**config.mk**
```make
export PLATFORM = sky130hd
export DESIGN_NAME = sbm_ctrl
export DESIGN_NICKNAME = d
export VERILOG_FILES = /design/src/design/sbm_pkg.sv /design/src/design/sbm_ctrl.sv
export SDC_FILE = /design/constraint.sdc
export NUM_CORES = 1
export LEC_CHECK = 0
export BUFFER_PORTS_ARGS = -buffer_cell sky130_fd_sc_hd__buf_2
export CORE_AREA = 3 3 40 42
export CTS_BUF_LIST = sky130_fd_sc_hd__clkbuf_4 sky130_fd_sc_hd__clkbuf_8
export CTS_CLUSTER_SIZE = 14
export DETAILED_ROUTE_END_ITERATION = 10
export DIE_AREA = 0 0 43 45
export HOLD_SLACK_MARGIN = 0.02
export SYNTH_ARGS = -nofsm -noshare
export SYNTH_HDL_FRONTEND = slang
export SYNTH_SLANG_ARGS = --single-unit
```
**constraint.sdc**
```tcl
create_clock -name clk -period 1.5 [get_ports clk]
set_input_delay 0.15 -clock clk [delete_from_list [all_inputs] [get_ports clk]]
set_output_delay 0.15 -clock clk [all_outputs]
set_load 0.01 [all_outputs]
```
**src/design/sbm_pkg.sv**
```systemverilog
// Shared types and fixed field widths for the SAD block-matching stereo block.
package sbm_pkg;

	localparam int PIX_W        = 8;
	localparam int DISP_W       = 6;
	localparam int IN_TDATA_W   = 16;
	localparam int OUT_TDATA_W  = 8;
	localparam int OUT_TUSER_W  = 2;
	localparam int WIDTH_REG_W  = 11;
	localparam int HEIGHT_REG_W = 12;
	localparam int CFG_DATA_W   = 12;
	localparam int ROW_W        = 13;

	typedef enum logic [0:0] {
		REG_IMAGE_WIDTH  = 1'b0,
		REG_IMAGE_HEIGHT = 1'b1
	} reg_idx_t;

	// controller -> datapath
	typedef struct packed {
		logic accept;
		logic cost_start;
		logic emit_start;
		logic load_out;
	} cmd_t;

	// datapath -> controller
	typedef struct packed {
		logic loop_done;
		logic center_valid;
		logic has_results;
		logic last_result;
		logic out_free;
	} stat_t;

endpackage

```
**src/design/sbm_ctrl.sv**
```systemverilog
// Sequencing state machine: accept, column-cost pass, per-result WTA pass, output load.
module sbm_ctrl
	import sbm_pkg::*;
(
	input  logic  clk,
	input  logic  arst_n,
	input  logic  s_tvalid,
	output logic  s_tready,
	output cmd_t  cmd,
	input  stat_t stat
);

	typedef enum logic [2:0] {
		ST_IDLE,
		ST_CHECK,
		ST_CSTART,
		ST_CWAIT,
		ST_ESTART,
		ST_EWAIT,
		ST_OUT
	} state_t;

	state_t state_q;

	assign s_tready = (state_q == ST_IDLE);

	always_comb begin
		cmd            = '0;
		cmd.accept     = (state_q == ST_IDLE) && s_tvalid;
		cmd.cost_start = (state_q == ST_CSTART);
		cmd.emit_start = (state_q == ST_ESTART);
		cmd.load_out   = (state_q == ST_OUT) && stat.out_free;
	end

	always_ff @(posedge clk or negedge arst_n) begin
		if (!arst_n) begin
			state_q <= ST_IDLE;
		end else begin
			unique case (state_q)
				ST_IDLE: begin
					if (s_tvalid) state_q <= ST_CHECK;
				end
				ST_CHECK: begin
					state_q <= stat.center_valid ? ST_CSTART : ST_IDLE;
				end
				ST_CSTART: state_q <= ST_CWAIT;
				ST_CWAIT: begin
					if (stat.loop_done) state_q <= stat.has_results ? ST_ESTART : ST_IDLE;
				end
				ST_ESTART: state_q <= ST_EWAIT;
				ST_EWAIT: begin
					if (stat.loop_done) state_q <= ST_OUT;
				end
				ST_OUT: begin
					if (stat.out_free) state_q <= stat.last_result ? ST_IDLE : ST_ESTART;
				end
				default: state_q <= ST_IDLE;
			endcase
		end
	end

endmodule

```
==> reports/qor.csv <==
stage,metric,value,unit
logic_synthesis,cell type contributing the most total cell area after synthesis,sky130_fd_sc_hd__dfrtp_1,
clocking,clock insertion delay at the later pin of the skew report,0.24,ns
logic_synthesis,post-synth net total,31,
timing,final setup TNS,0,ns
global_route,largest net degree at the start of global routing,11,
routing,Residual DRC,0,
clocking,clock root cell,sky130_fd_sc_hd__clkbuf_4,
global_route,global-route usage over all layers,7.10,%
logic_synthesis,"Warnings, synthesis",0,
logic_synthesis,proportion of synthesized chip area in sequential cells,35.3,%
clocking,TritonCTS clock tree,done,
routing,ANT nets after route,0,
timing,unrepaired setup endpoints after global routing,false,
logic_synthesis,total of flip-flops plus latches after synthesis,3,
timing,number of setup violations in the final report,0,
cells_and_area,leading registers by flop count,state_q: 3 flops,
status,result of the run,"finished, final reports clean",
clocking,CTS buffer count,3,
cells_and_area,fraction of layout cells with a size suffix above 1,52.6,%
critical_path,CP Data Arrival Time,1.19,ns
run,number of max-cap violations,0,
global_route,number of global-route vias before repair,202,
routing,violation count after the first detailed-routing iteration,2,
global_route,initial antenna violation count,0,
cells_and_area,number of flip-flops under the largest register name,3,
placed_design,final HPWL from detailed placement,400,um
placed_design,placed cell area,273,um^2
cells_and_area,Non-Filler Instances,53,
clocking,largest buffer count on any clock path,2,
cells_and_area,most frequent standard cell in the layout excluding fill and tap cells,sky130_fd_sc_hd__buf_2,
routing,DR vias/cell,4.34,
cells_and_area,Final Net Count,47,
routing,vias after detailed routing,230,
hold_path,type of the worst min-delay path,in2reg,
power_and_ir_drop,leakage dissipation,0.158,nW
timing,final critical-path share of the clock period,89.6,%
logic_synthesis,area share of the largest cell type after synthesis,35.3,%
clocking,number of buffers added for setup after CTS,0,
die,floorplan row count,13,
timing,Worst Tran Pin Value,0.321,ns
timing,worst-case setup margin in the final layout,0.157,ns
clocking,clock transition at the registers of the reported paths,0.04,ns
cells_and_area,Layout area overhead,47.1,%
timing,"Hold Vio Cnt, Final",0,
cells_and_area,final instance area,313,um^2
placed_design,Worst Setup Slack post-DPL,0.406,ns
routing,drt pass-1 iters,2,
die,initial standard-cell utilization of the core,16.6,%
die,Die W,43,um
clocking,clock net sink count,3,
die,Die Ht,45,um
routing,detailed-route wire length per cell,10.5,um
critical_path,category of the worst setup path launch point,flip-flop,
timing,Slew Limit Headroom,78.6,%
critical_path,worst-path fanout max,10,
cells_and_area,top register by number of flip-flops,state_q,
die,area of the die,1940,um^2
logic_synthesis,synth top area cells,"sky130_fd_sc_hd__dfrtp_1 35%, sky130_fd_sc_hd__o21ai_1 9.4%, sky130_fd_sc_hd__a221oi_2 7.1%, sky130_fd_sc_hd__and3_1 5.9%, sky130_fd_sc_hd__buf_6 5.3%",
placed_design,final weighted congestion in routability-driven placement,0.630,
clocking,Max H-tree Level,1,
die,core area,1280,um^2
die,num ports,13,
critical_path,data required time of the worst path,1.35,ns
cells_and_area,final standard cell utilization of the core,24.3,%
global_route,wire length of the first global-routing pass,883,um
placed_design,number of buffers added on ports,12,
logic_synthesis,synthesized cell area,213,um^2
timing,Tmin final,1.34,ns
routing,final routed wirelength across all metal layers,555,um
logic_synthesis,Yosys cell types,16,
cells_and_area,"commonest non-fill, non-tap cells in the layout","12 x sky130_fd_sc_hd__buf_2, 4 x sky130_fd_sc_hd__o21ai_1, 4 x sky130_fd_sc_hd__clkbuf_4, 3 x sky130_fd_sc_hd__dfrtp_1",
power_and_ir_drop,power per unit of standard cell area,2000,nW/um^2
logic_synthesis,Post-Syn Area per Cell,9.25,um^2
critical_path,classification of the worst setup path,reg2out,
global_route,overall overflow remaining after global route,0,
critical_path,crit end category,primary output,
cells_and_area,antenna diode count,0,
timing,maximum achievable frequency,744,MHz
timing,max-slew violation count,0,
power_and_ir_drop,Peak VDD IR,0.519,mV
placed_design,instance count after placement with tap cells included,48,
timing,setup skew after layout,0.00535,ns
logic_synthesis,Synth Instances,23,
-- worst paths after layout --
check	start	slack [ns]	cells past startpoint	endpoint
setup / recovery	state_q[2]	0.16	3	cmd[3]
hold / removal	stat[4]	0.16	2	state_q[0]
setup reg to reg	state_q[2]	0.45	2	state_q[1]
hold reg to reg	state_q[1]	0.65	1	state_q[0]
max in group asynchronous	arst_n	1.15	2	state_q[0]
min in group asynchronous	arst_n	0.24	2	state_q[2]
-- power by group --
group	internal, mW	leakage (nW)	switching (mW)
logic	0.126	0.103	0.118
clock network	0.118	0.0184	0.0432
registers	0.122	0.0365	0.0993
-- logic make-up (layout without fill, tap and decap cells) --
logic type	Yosys count	after routing	synth area share [%]
flip-flops	3	3	35.3
AND/OR/NAND/NOR	8	8	25.9
buffers and inverters	4	19	12.4
AO/OA/AOI/OAI	8	8	26.5
-- stage by stage --
stage / power [mW] / hold WS, ns
finish: 0.626 / 0.157
CTS: 0.636 / 0.147
global placement: 0.462 / -0.0531
floorplan: 0.420 / -0.146
detailed placement: 0.465 / -0.0527
global route: 0.683 / 0.161
-- Yosys cell counts --
cell / n
sky130_fd_sc_hd__o21ai_1: 4
sky130_fd_sc_hd__dfrtp_1: 3
sky130_fd_sc_hd__and3_1: 2
sky130_fd_sc_hd__inv_2: 2
sky130_fd_sc_hd__a211oi_1: 1
sky130_fd_sc_hd__a21oi_1: 1
sky130_fd_sc_hd__a221oi_1: 1
sky130_fd_sc_hd__a221oi_2: 1
sky130_fd_sc_hd__and2_1: 1
sky130_fd_sc_hd__and4_1: 1
sky130_fd_sc_hd__buf_4: 1
sky130_fd_sc_hd__buf_6: 1
sky130_fd_sc_hd__nand2b_1: 1
sky130_fd_sc_hd__nand4_1: 1
sky130_fd_sc_hd__nor3_1: 1
sky130_fd_sc_hd__nor3_2: 1
-- layer usage --
metal	up-vias	track usage [%]	wire, um
met5	-	0	0
met4	0	9.04	19
met3	2	5.18	48
met2	12	7.49	235
met1	99	7.77	252
li1	117	-	-
-- repair_timing --
action	4_1_cts	5_1_grt
endpoints found under the hold margin	3	0
hold buffers	1	0
resized for setup	0	0
-- final cells by class --
class / instances / area (um^2)
repair buffers: 13 / 70.1
multi-input cells: 16 / 111
inverters: 2 / 7.51
clock buffers: 4 / 30.0
flip-flops and latches: 3 / 75.1
well taps: 15 / 18.8
fillers: 148 / 972
-- critical path, stage by stage, from the launching register on --
cell and delay [ns]:
sky130_fd_sc_hd__dfrtp_1 0.48, sky130_fd_sc_hd__nor3_2 0.22, sky130_fd_sc_hd__and2_1 0.14, sky130_fd_sc_hd__buf_2 0.12
Note: power is estimated with default switching activity, not from simulation.
